**src/sv/bsf_pkg.sv**
```systemverilog
// Boot slot failover package: record constants, config register indexes
// and the CRC-32 helpers. No dependencies.
package bsf_pkg;

  localparam logic [31:0] REC_MAGIC   = 32'hAD1B007C;
  localparam logic [31:0] REC_VERSION = 32'h00000001;
  localparam logic [7:0]  BYTE_MAX    = 8'hFF;
  localparam logic [31:0] CRC_POLY    = 32'hEDB88320;
  localparam logic [31:0] CRC_INIT    = 32'hFFFFFFFF;

  localparam int unsigned CFG_IDX_W = 3;

  typedef enum logic [CFG_IDX_W-1:0] {
    REG_SLOT_FIRST   = 3'd0,
    REG_SLOT_LAST    = 3'd1,
    REG_COUNT_LIMIT  = 3'd2,
    REG_CAUSE_NONE   = 3'd3,
    REG_CAUSE_VERIFY = 3'd4
  } cfg_reg_e;

  // Register after 32 shift steps seeded with a single set bit; constant folded.
  function automatic logic [31:0] crc_unit(input int unsigned bit_idx);
    logic [31:0] c;
    c = 32'd1 << bit_idx;
    for (int unsigned k = 0; k < 32; k++) begin
      c = (c >> 1) ^ (c[0] ? CRC_POLY : 32'd0);
    end
    return c;
  endfunction

  // One word through the reflected CRC: linear in (crc ^ word), so an XOR matrix.
  function automatic logic [31:0] crc_lin(input logic [31:0] x);
    logic [31:0] r;
    r = '0;
    for (int unsigned i = 0; i < 32; i++) begin
      r = r ^ (x[i] ? crc_unit(i) : 32'd0);
    end
    return r;
  endfunction

  function automatic logic [31:0] record_crc(input logic [31:0] magic,
                                             input logic [31:0] version,
                                             input logic [31:0] slot);
    logic [31:0] c;
    c = crc_lin(CRC_INIT ^ magic);
    c = crc_lin(c ^ version);
    c = crc_lin(c ^ slot);
    return ~c;
  endfunction

  // CRC state after the fixed magic and version words
  localparam logic [31:0] CRC_HEAD = crc_lin(crc_lin(CRC_INIT ^ REC_MAGIC) ^ REC_VERSION);

  typedef struct packed {
    logic [7:0]  chosen_slot;
    logic        record_ok;
    logic        write_back;
    logic [31:0] new_record_check;
    logic        recovery_on;
    logic [7:0]  attempt_count;
    logic        halt;
  } result_t;

endpackage

```
**src/sv/boot_slot_failover_unit.sv**
```systemverilog
// Boot slot failover unit: record check, slot fallback and failover state.
// Depends on bsf_pkg.
//
// Input transaction to result passes the input register and then the result
// register; throughput one event per cycle, with full back-pressure.
// The record CRC is checked ahead of the input register; state update and the
// write-back CRC sit between input and result registers.
// Async active-low reset: config to defaults, failover state and valids cleared.
module boot_slot_failover_unit
  import bsf_pkg::*;
(
  input  logic                 clk_i,
  input  logic                 rst_ni,
  // config write channel
  input  logic                 cfg_valid_i,
  output logic                 cfg_ready_o,
  input  logic [CFG_IDX_W-1:0] cfg_index_i,
  input  logic [31:0]          cfg_data_i,
  // event input
  input  logic                 s_axis_tvalid,
  output logic                 s_axis_tready,
  // record_magic[31:0], record_version[63:32], record_slot[95:64],
  // record_check[127:96], secure_cause[159:128], nonsecure_cause[191:160]
  input  logic [191:0]         s_axis_tdata,
  // record_read_ok[0]
  input  logic                 s_axis_tuser,
  // result output
  output logic                 m_axis_tvalid,
  input  logic                 m_axis_tready,
  // chosen_slot[7:0], record_ok[8], write_back[9], new_record_check[41:10],
  // recovery_on[42], attempt_count[50:43], halt[51], zero pad [55:52]
  output logic [55:0]          m_axis_tdata
);

  // configuration
  logic [7:0]  slot_first_q, slot_last_q, count_limit_q;
  logic [31:0] cause_none_q, cause_verify_q;

  assign cfg_ready_o = 1'b1;

  always_ff @(posedge clk_i or negedge rst_ni) begin
    if (!rst_ni) begin
      slot_first_q   <= 8'd97;
      slot_last_q    <= 8'd98;
      count_limit_q  <= 8'd3;
      cause_none_q   <= 32'd0;
      cause_verify_q <= 32'd1;
    end else if (cfg_valid_i) begin
      unique case (cfg_index_i)
        REG_SLOT_FIRST:   slot_first_q   <= cfg_data_i[7:0];
        REG_SLOT_LAST:    slot_last_q    <= cfg_data_i[7:0];
        REG_COUNT_LIMIT:  count_limit_q  <= cfg_data_i[7:0];
        REG_CAUSE_NONE:   cause_none_q   <= cfg_data_i;
        REG_CAUSE_VERIFY: cause_verify_q <= cfg_data_i;
        default: ;
      endcase
    end
  end

  // input register
  logic        in_valid_q;
  logic        in_chk_ok_q;
  logic [7:0]  in_slot_q;
  logic [31:0] in_cause_s_q, in_cause_ns_q;
  logic        in_chk_ok_d;
  logic        res_valid_q;
  logic        res_load;
  logic        advance_in;

  assign res_load      = !res_valid_q || m_axis_tready;
  assign advance_in    = in_valid_q && res_load;
  assign s_axis_tready = !in_valid_q || res_load;

  assign in_chk_ok_d = s_axis_tuser
                    && (s_axis_tdata[31:0] == REC_MAGIC)
                    && (s_axis_tdata[63:32] == REC_VERSION)
                    && (s_axis_tdata[127:96] == record_crc(s_axis_tdata[31:0],
                                                           s_axis_tdata[63:32],
                                                           s_axis_tdata[95:64]));

  always_ff @(posedge clk_i or negedge rst_ni) begin
    if (!rst_ni) begin
      in_valid_q <= 1'b0;
    end else if (s_axis_tready) begin
      in_valid_q <= s_axis_tvalid;
    end
  end

  always_ff @(posedge clk_i) begin
    if (s_axis_tvalid && s_axis_tready) begin
      in_chk_ok_q   <= in_chk_ok_d;
      in_slot_q     <= s_axis_tdata[71:64];
      in_cause_s_q  <= s_axis_tdata[159:128];
      in_cause_ns_q <= s_axis_tdata[191:160];
    end
  end

  // failover state
  logic [7:0] last_slot_q, last_slot_d;
  logic [7:0] first_seen_q, first_seen_d;
  logic [7:0] count_q, count_d;
  logic       armed_q, armed_d;
  result_t    res_q, res_d;

  function automatic logic in_range(input logic [7:0] s, input logic [7:0] lo,
                                    input logic [7:0] hi);
    return (s >= lo) && (s <= hi);
  endfunction

  logic       rec_ok, wb_fb, fail, verify, adv, nxt_ok;
  logic [7:0] fallback, active0, starting, cnt_inc, nxt, active;
  logic [8:0] nxt_wide;

  always_comb begin
    rec_ok   = in_chk_ok_q && in_range(in_slot_q, slot_first_q, slot_last_q);
    fallback = (last_slot_q != 8'd0) ? last_slot_q : slot_first_q;
    wb_fb    = !rec_ok && in_range(fallback, slot_first_q, slot_last_q);
    active0  = rec_ok ? in_slot_q : fallback;
    starting = (first_seen_q == 8'd0) ? active0 : first_seen_q;

    fail    = (in_cause_s_q != cause_none_q) || (in_cause_ns_q != cause_none_q);
    verify  = (in_cause_s_q == cause_verify_q) || (in_cause_ns_q == cause_verify_q);
    cnt_inc = (count_q < BYTE_MAX) ? count_q + 8'd1 : count_q;
    adv     = fail && (verify || (cnt_inc >= count_limit_q));

    // step past slot_last (including from 255) wraps to slot_first
    nxt_wide = {1'b0, active0} + 9'd1;
    nxt      = (nxt_wide > {1'b0, slot_last_q}) ? slot_first_q : nxt_wide[7:0];
    nxt_ok   = in_range(nxt, slot_first_q, slot_last_q);

    active       = (adv && nxt_ok) ? nxt : active0;
    last_slot_d  = (adv && nxt_ok) ? nxt : (wb_fb ? fallback : last_slot_q);
    first_seen_d = starting;
    count_d      = fail ? (adv ? 8'd0 : cnt_inc) : count_q;
    armed_d      = armed_q || (adv && (nxt == starting));

    res_d.chosen_slot      = active;
    res_d.record_ok        = rec_ok;
    res_d.write_back       = wb_fb || (adv && nxt_ok);
    res_d.new_record_check = ~crc_lin(CRC_HEAD ^ {24'd0, active});
    res_d.recovery_on      = armed_d;
    res_d.attempt_count    = count_d;
    res_d.halt             = adv && (nxt == starting) && armed_q;
  end

  always_ff @(posedge clk_i or negedge rst_ni) begin
    if (!rst_ni) begin
      last_slot_q  <= 8'd0;
      first_seen_q <= 8'd0;
      count_q      <= 8'd0;
      armed_q      <= 1'b0;
      res_valid_q  <= 1'b0;
    end else begin
      if (advance_in) begin
        last_slot_q  <= last_slot_d;
        first_seen_q <= first_seen_d;
        count_q      <= count_d;
        armed_q      <= armed_d;
      end
      if (res_load) begin
        res_valid_q <= in_valid_q;
      end
    end
  end

  always_ff @(posedge clk_i) begin
    if (advance_in) begin
      res_q <= res_d;
    end
  end

  assign m_axis_tvalid = res_valid_q;
  assign m_axis_tdata  = {4'd0, res_q.halt, res_q.attempt_count, res_q.recovery_on,
                          res_q.new_record_check, res_q.write_back, res_q.record_ok,
                          res_q.chosen_slot};

`ifndef NO_ASSERTIONS
  // halt only once recovery has been armed
  a_halt_armed: assert property (@(posedge clk_i) disable iff (!rst_ni)
    (m_axis_tvalid && res_q.halt) |-> res_q.recovery_on)
    else $error("halt reported without recovery armed");

  // a recovery flag, once set, never drops
  a_armed_sticky: assert property (@(posedge clk_i) disable iff (!rst_ni)
    $past(armed_q) |-> armed_q)
    else $error("recovery flag cleared");

  // the starting slot is recorded by the first transaction and then frozen
  a_first_frozen: assert property (@(posedge clk_i) disable iff (!rst_ni)
    ($past(first_seen_q) != 8'd0) |-> (first_seen_q == $past(first_seen_q)))
    else $error("starting slot changed after being recorded");

  // a stalled result is not overwritten by the state path
  a_res_hold: assert property (@(posedge clk_i) disable iff (!rst_ni)
    (m_axis_tvalid && !m_axis_tready) |-> !advance_in)
    else $error("result register overwritten while stalled");
`endif

endmodule

```
**config.mk**
```make
export PLATFORM = sky130hd
export DESIGN_NAME = boot_slot_failover_unit
export DESIGN_NICKNAME = d
export VERILOG_FILES = /design/src/sv/bsf_pkg.sv /design/src/sv/boot_slot_failover_unit.sv
export SDC_FILE = /design/constraint.sdc
export NUM_CORES = 1
export LEC_CHECK = 0
export BUFFER_PORTS_ARGS = -buffer_cell sky130_fd_sc_hd__clkbuf_2
export CAP_MARGIN = 20
export CORE_ASPECT_RATIO = 0.75
export CORE_MARGIN = 4
export CORE_UTILIZATION = 40
export CTS_BUF_LIST = sky130_fd_sc_hd__clkbuf_4 sky130_fd_sc_hd__clkbuf_8 sky130_fd_sc_hd__clkbuf_16
export DETAILED_ROUTE_END_ITERATION = 10
export SYNTH_ARGS = -nofsm -noshare
export SYNTH_HDL_FRONTEND = slang
export SYNTH_SLANG_ARGS = --single-unit
```
**constraint.sdc**
```tcl
create_clock -name clk_i -period 8.4 [get_ports clk_i]
set_input_delay 1.68 -clock clk_i [delete_from_list [all_inputs] [get_ports clk_i]]
set_output_delay 1.68 -clock clk_i [all_outputs]
set_load 0.005 [all_outputs]
```
==> After elaboration in Yosys (flattened, before gate mapping) <==
Cells that the tools add are included.
{ "totals": {"reg_bits": 240, "latch_bits": 0, "ramBits": 0, "mem_bits_ro": 0, "in_bits": 233, "out_inout_bits": 59, "elab_cells": 319, "n_memories": 0} }
{ "op_classes": {"add_sub_neg": 2, "mul": 0, "div_mod_pow": 0, "n_lt_le_gt_ge": 9, "n_eq_ne": 12, "shift": 0, "muxes": 124, "n_bitwise": 116, "n_reduce_logical": 34} }
{ "ops": {"columns": ["cell", "n"], "rows": [
  ["two-way mux 32 bit", 48],
  ["XOR 32 bit", 46],
  ["XOR 32 x 31 -> 32 bit", 21],
  ["two-way mux 31 bit", 21],
  ["XOR 32 x 30 -> 32 bit", 14],
  ["two-way mux 30 bit", 14],
  ["XOR 32 x 29 -> 32 bit", 10],
  ["two-way mux 29 bit", 10],
  ["XOR 32 x 28 -> 32 bit", 8],
  ["two-way mux 28 bit", 8],
  ["XOR 32 x 27 -> 32 bit", 6],
  ["two-way mux 27 bit", 6],
  ["XOR 32 x 26 -> 32 bit", 4],
  ["two-way mux 26 bit", 4],
  ["== test 32 bit", 3],
  ["NOT 32 bit", 3],
  ["XOR 32 x 25 -> 32 bit", 3],
  ["two-way mux 8 bit", 10],
  ["two-way mux 25 bit", 3],
  ["inequality test 32 bit", 2],
  ["== test 32 x 1 -> 1 bit (second input constant)", 1],
  ["== test 32 bit (second input constant)", 1],
  ["greater-or-equal comparator 8 bit", 4],
  ["<= comparator 8 bit", 3],
  ["17 further kinds", 44]
]} }

==> Depth between registers and ports, before layout <==
{ "depth": {"ltp_word": 102, "mapped_depth": 47} }

==> Worst setup path after synthesis <==
Ideal clock, no wire load.
{ "synth_path": {"path_type": "register -> register", "startpoint": "reg slot_first_q[0]", "endpoint": "reg res_q (netlist bit m_axis_tdata[13]) (data pin)", "arrival_time_ns": 8.465, "t_required_ns": 8.132, "slack_ns": -0.333, "stages_incl_launch_ff": 44, "period_less_slack_ns": 8.733, "path_cell_list": "dfstp_2 ha_1 nand2b_1 a21o_1 a21o_1 a21o_1 a21o_1 a21o_1 a21o_1 a21o_1 nand2_1 clkbuf_1 a21oi_1 ha_1 clkbuf_1 xnor2_1 ha_1 o21ai_0 [8 not listed] clkbuf_1 o21ai_0 and2_1 ha_1 nand2b_1 a21o_1 a21o_1 a21o_1 a21o_1 a21o_1 a21o_1 a21oi_1 a211oi_1 inv_1 clkbuf_1 mux2i_1 xnor2_1 xnor3_1"} }
{ "synth_rtl": {"columns": ["item", "line_no", "rtl"], "rows": [
  ["from (decl)", "boot_slot_failover_unit.sv:36", "logic [7:0] slot_first_q, slot_last_q, count_limit_q;"],
  ["from (signal assigned)", "boot_slot_failover_unit.sv:50", "REG_SLOT_FIRST: slot_first_q <= cfg_data_i[7:0];"],
  ["to (signal assigned)", "boot_slot_failover_unit.sv:168", "res_q <= res_d;"],
  ["to (decl)", "boot_slot_failover_unit.sv:103", "result_t res_q, res_d;"]
]} }

==> results <==
- The number of different library cells in the post-synthesis netlist is 68.
- After technology mapping, the gate count stands at 1,807.
- The worst setup path is launched from a flop.
- The via count of the first global-routing pass is roughly 15,000.
- Setup repair after global routing left no endpoint under its margin.
- The smallest clock period supported by the final layout is computed as 8.01 ns.
- The final critical-path share of the clock period is 0.953.
- The die is 209 um tall.
- At the worst endpoint, the required time is 8.69 ns.
- For this run, the number of Yosys warnings is 0.
- The most common cell in the synthesized netlist is xnor2_1.
- The total of max-cap violations is 0.
- Yosys attributes the largest share of cell area to xnor2_1, edfxtp_1, dfrtp_1.
- For the worst flop-to-flop path, the logic depth is 44.
- On the final layout, the worst clock skew is about 0.020 ns.
- Entering global routing, the biggest net connects 74 pins.
- The total count of hold-check failures in the final report is 0.
- The starting utilization of the core area is 0.404.
- At the end of the flow, the number of nets in the layout was 2,443.
- Global routing finished with a remaining overflow of 0.
- The max-slew violation total from the final report is 0.
- The highest clock frequency the design can meet is 0.125 GHz.
- The pre-antenna-repair detailed-routing pass consisted of 7 iterations.
- The total wire length is 65,100 um.
- Using the TritonRoute via totals, the vias-per-cell ratio works out to just over 5.
- The quantity of I/O buffers inserted on ports is 286.
- The finished cells cover 0.0253 mm^2.
- CTS built an H-tree with a depth of 1.
- The total area inside the core boundary comes to 0.0531 mm^2.
- The largest single stage delay on the critical path is 0.53 ns.
- The async set-reset flop share out of synthesis is 0.479.
- Summing all placed instances gives a cell area of 0.0240 mm^2.
- The final sum of negative setup slack is 0 ns.
- The main flop type after synthesis is edfxtp_1.
- The overall routing resource usage is 0.222.
- The start-to-end type of the worst setup path is flop to flop.
- The detail route stage leaves a number of antenna-violating nets equal to 0.
- The proportion of layout cells with a drive suffix above 1 is 0.280.
- The synthesized design contains 240 register bits.
- At the pin with the least slew margin, the transition time is 1.03 ns.
- Along the worst path, the maximum fanout reaches 6.
- The critical path's slowest cell is dfstp_2.
- After detailed routing, the number of remaining DRC violations is 0.
- At the worst endpoint, the arrival time is 8.30 ns.
- Counting stages on the worst path, the most repeated cell is a21o_1.
- The clock passes through at most 3 buffers.
- The routability congestion estimate is roughly 0.97.
- Clock tree synthesis selected as its root buffer the cell clkbuf_16.
- The final core utilization is 0.476.
- From left edge to right edge, the die measures 275 um.
- The netlist area before placement is roughly 0.021 mm^2.
- The count of flip-flops with a built-in enable after synthesis is 125.
- The total die area is between 0.05 and 0.06 mm^2.
- The insertion delay to the later sink of the worst-skew pair is roughly 0.56 ns.
- The initial antenna violation count is 2.
- The average detailed-routed wire length per instance is 22.6 um.
- The CTS buffer count is 28.
- The worst setup path is captured at a flop.
- The final setup violation count is 0.
- The wire length of the first global-routing pass is 96,800 um.
- Counting instances in the post-synthesis netlist gives the leading cell types as xnor2_1, xor2_1, edfxtp_1.
- Relative to the synthesized area, the layout overhead comes to 17.8%.
- The violation count after the first detailed-routing iteration is 1,128.
- The total instance count after detailed placement is approximately 2,800.
- The row count is 73.
- The number of placed I/O pins is just under 300.
- The worst slew margin relative to its limit is 0.315.
- The per-instance average area after synthesis is 11.9 um^2.
- The detailed-route via count is about 15,000.
- The share of the Yosys chip area taken by registers is 0.310.
- The final cell count without fillers is 2,878.
- Clock-pin slew was measured on the worst setup and hold paths at 0.07 ns.
- Once detailed placement completed, the half-perimeter wirelength came to 52,500 um.
- The run finished with clean final reports.
- Along the worst hold path, the cell count comes to 2.
- The clock net sink count is 240.
- Of the post-synthesis cell area, the dominant cell type holds 0.185.
- Fill cells in the final layout number 4,856.
- The clock tree from TritonCTS is built.
- In this run the worst hold path is classified as flop to flop.
- Summed over all instances, the cell type with the most area after synthesis is xnor2_1.
[per-stage QoR]
step	setup slack, ns	hold slack (ns)
finish	0.391	0.482
global route	0.00515	0.521
CTS	0.0216	0.480
detailed placement	-0.0886	0.464
global placement	0.199	0.455
floorplan	0.0159	0.433
[final timing paths]
kind,startpoint,endpoint,slack [ns]
hold reg to reg,armed_q,armed_q,0.48
min in group asynchronous,rst_ni,cause_none_q[12],1.18
hold / removal,armed_q,armed_q,0.48
setup / recovery,slot_first_q[0],m_axis_tdata[30],0.39
max in group asynchronous,rst_ni,first_seen_q[0],5.86
setup reg to reg,slot_first_q[0],m_axis_tdata[30],0.39
[registers in the layout, indices dropped and copies added, names as in the netlist, 8 cells and up]
register        cells
count_q             8
m_axis_tdata       52
cause_none_q       32
slot_last_q         8
in_cause_ns_q      32
first_seen_q        8
in_cause_s_q       32
in_slot_q           8
cause_verify_q     32
slot_first_q        8
last_slot_q         8
count_limit_q       8
[final cells by class]
cell class,count,area (um^2),area share
inverters,52,195,0.00772
multi-input cells,1460,14600,0.577
repair buffers,361,2010,0.0794
clock inverters,15,180,0.00713
clock buffers,37,781,0.0309
well taps,712,891,0.0353
flip-flops and latches,240,6640,0.263
diodes,1,2.50,0.0000990
[layout by cell type, fill, tap and decap left out, types with 21 or more instances in the layout]
| master | n |
|---|---|
| a21o_1 | 29 |
| a21oi_1 | 40 |
| buf_4 | 72 |
| clkbuf_16 | 28 |
| clkbuf_2 | 285 |
| dfrtp_1 | 106 |
| edfxtp_1 | 125 |
| ha_1 | 66 |
| inv_1 | 51 |
| mux2_2 | 71 |
| nand2_1 | 86 |
| nand3_1 | 21 |
| nand4_1 | 39 |
| nor2_1 | 36 |
| nor3_1 | 23 |
| nor4_1 | 26 |
| o21ai_0 | 59 |
| xnor2_1 | 443 |
| xnor2_2 | 34 |
| xnor3_1 | 113 |
| xnor3_2 | 23 |
| xor2_1 | 149 |
| xor3_1 | 25 |
[worst max-delay path: cells and delay by family, from the launching register on]
family	cells	cell delay, ns
AOI/OAI and AO/OA	23	4.00
and+or+nand+nor	11	1.21
adders and majority gates	4	0.97
buffers and inverters	4	0.58
DFF	1	0.53
xor gates and xnor gates	2	0.46
[what timing repair did]
action	4_1_cts	5_1_grt
setup endpoints to repair	11	39
hold buffers	0	0
gates resized for setup	2	39
cloned	0	1
pin swaps	1	14
buffers inserted	1	10
[cells by family after synthesis]
kind of cell	after synthesis	synth area share
AOI/OAI and AO/OA	186	0.0534
buffers and inverters	110	0.0234
xor gates and xnor gates	810	0.458
adders and majority gates	67	0.0391
DFF	240	0.310
other	2	0.000350
and+or+nand+nor	315	0.0764
muxes	77	0.0401
[routing by layer]
| metal | global-route usage | share of wire |
|---|---|---|
| met5 | 0 | 0.00012 |
| met4 | 0.0482 | 0.021 |
| met3 | 0.0397 | 0.075 |
| met2 | 0.347 | 0.45 |
| met1 | 0.324 | 0.46 |
Power is left out: the tool's default activity adds up to more than one toggle a clock period on the data nets, which glitch-free logic cannot reach.
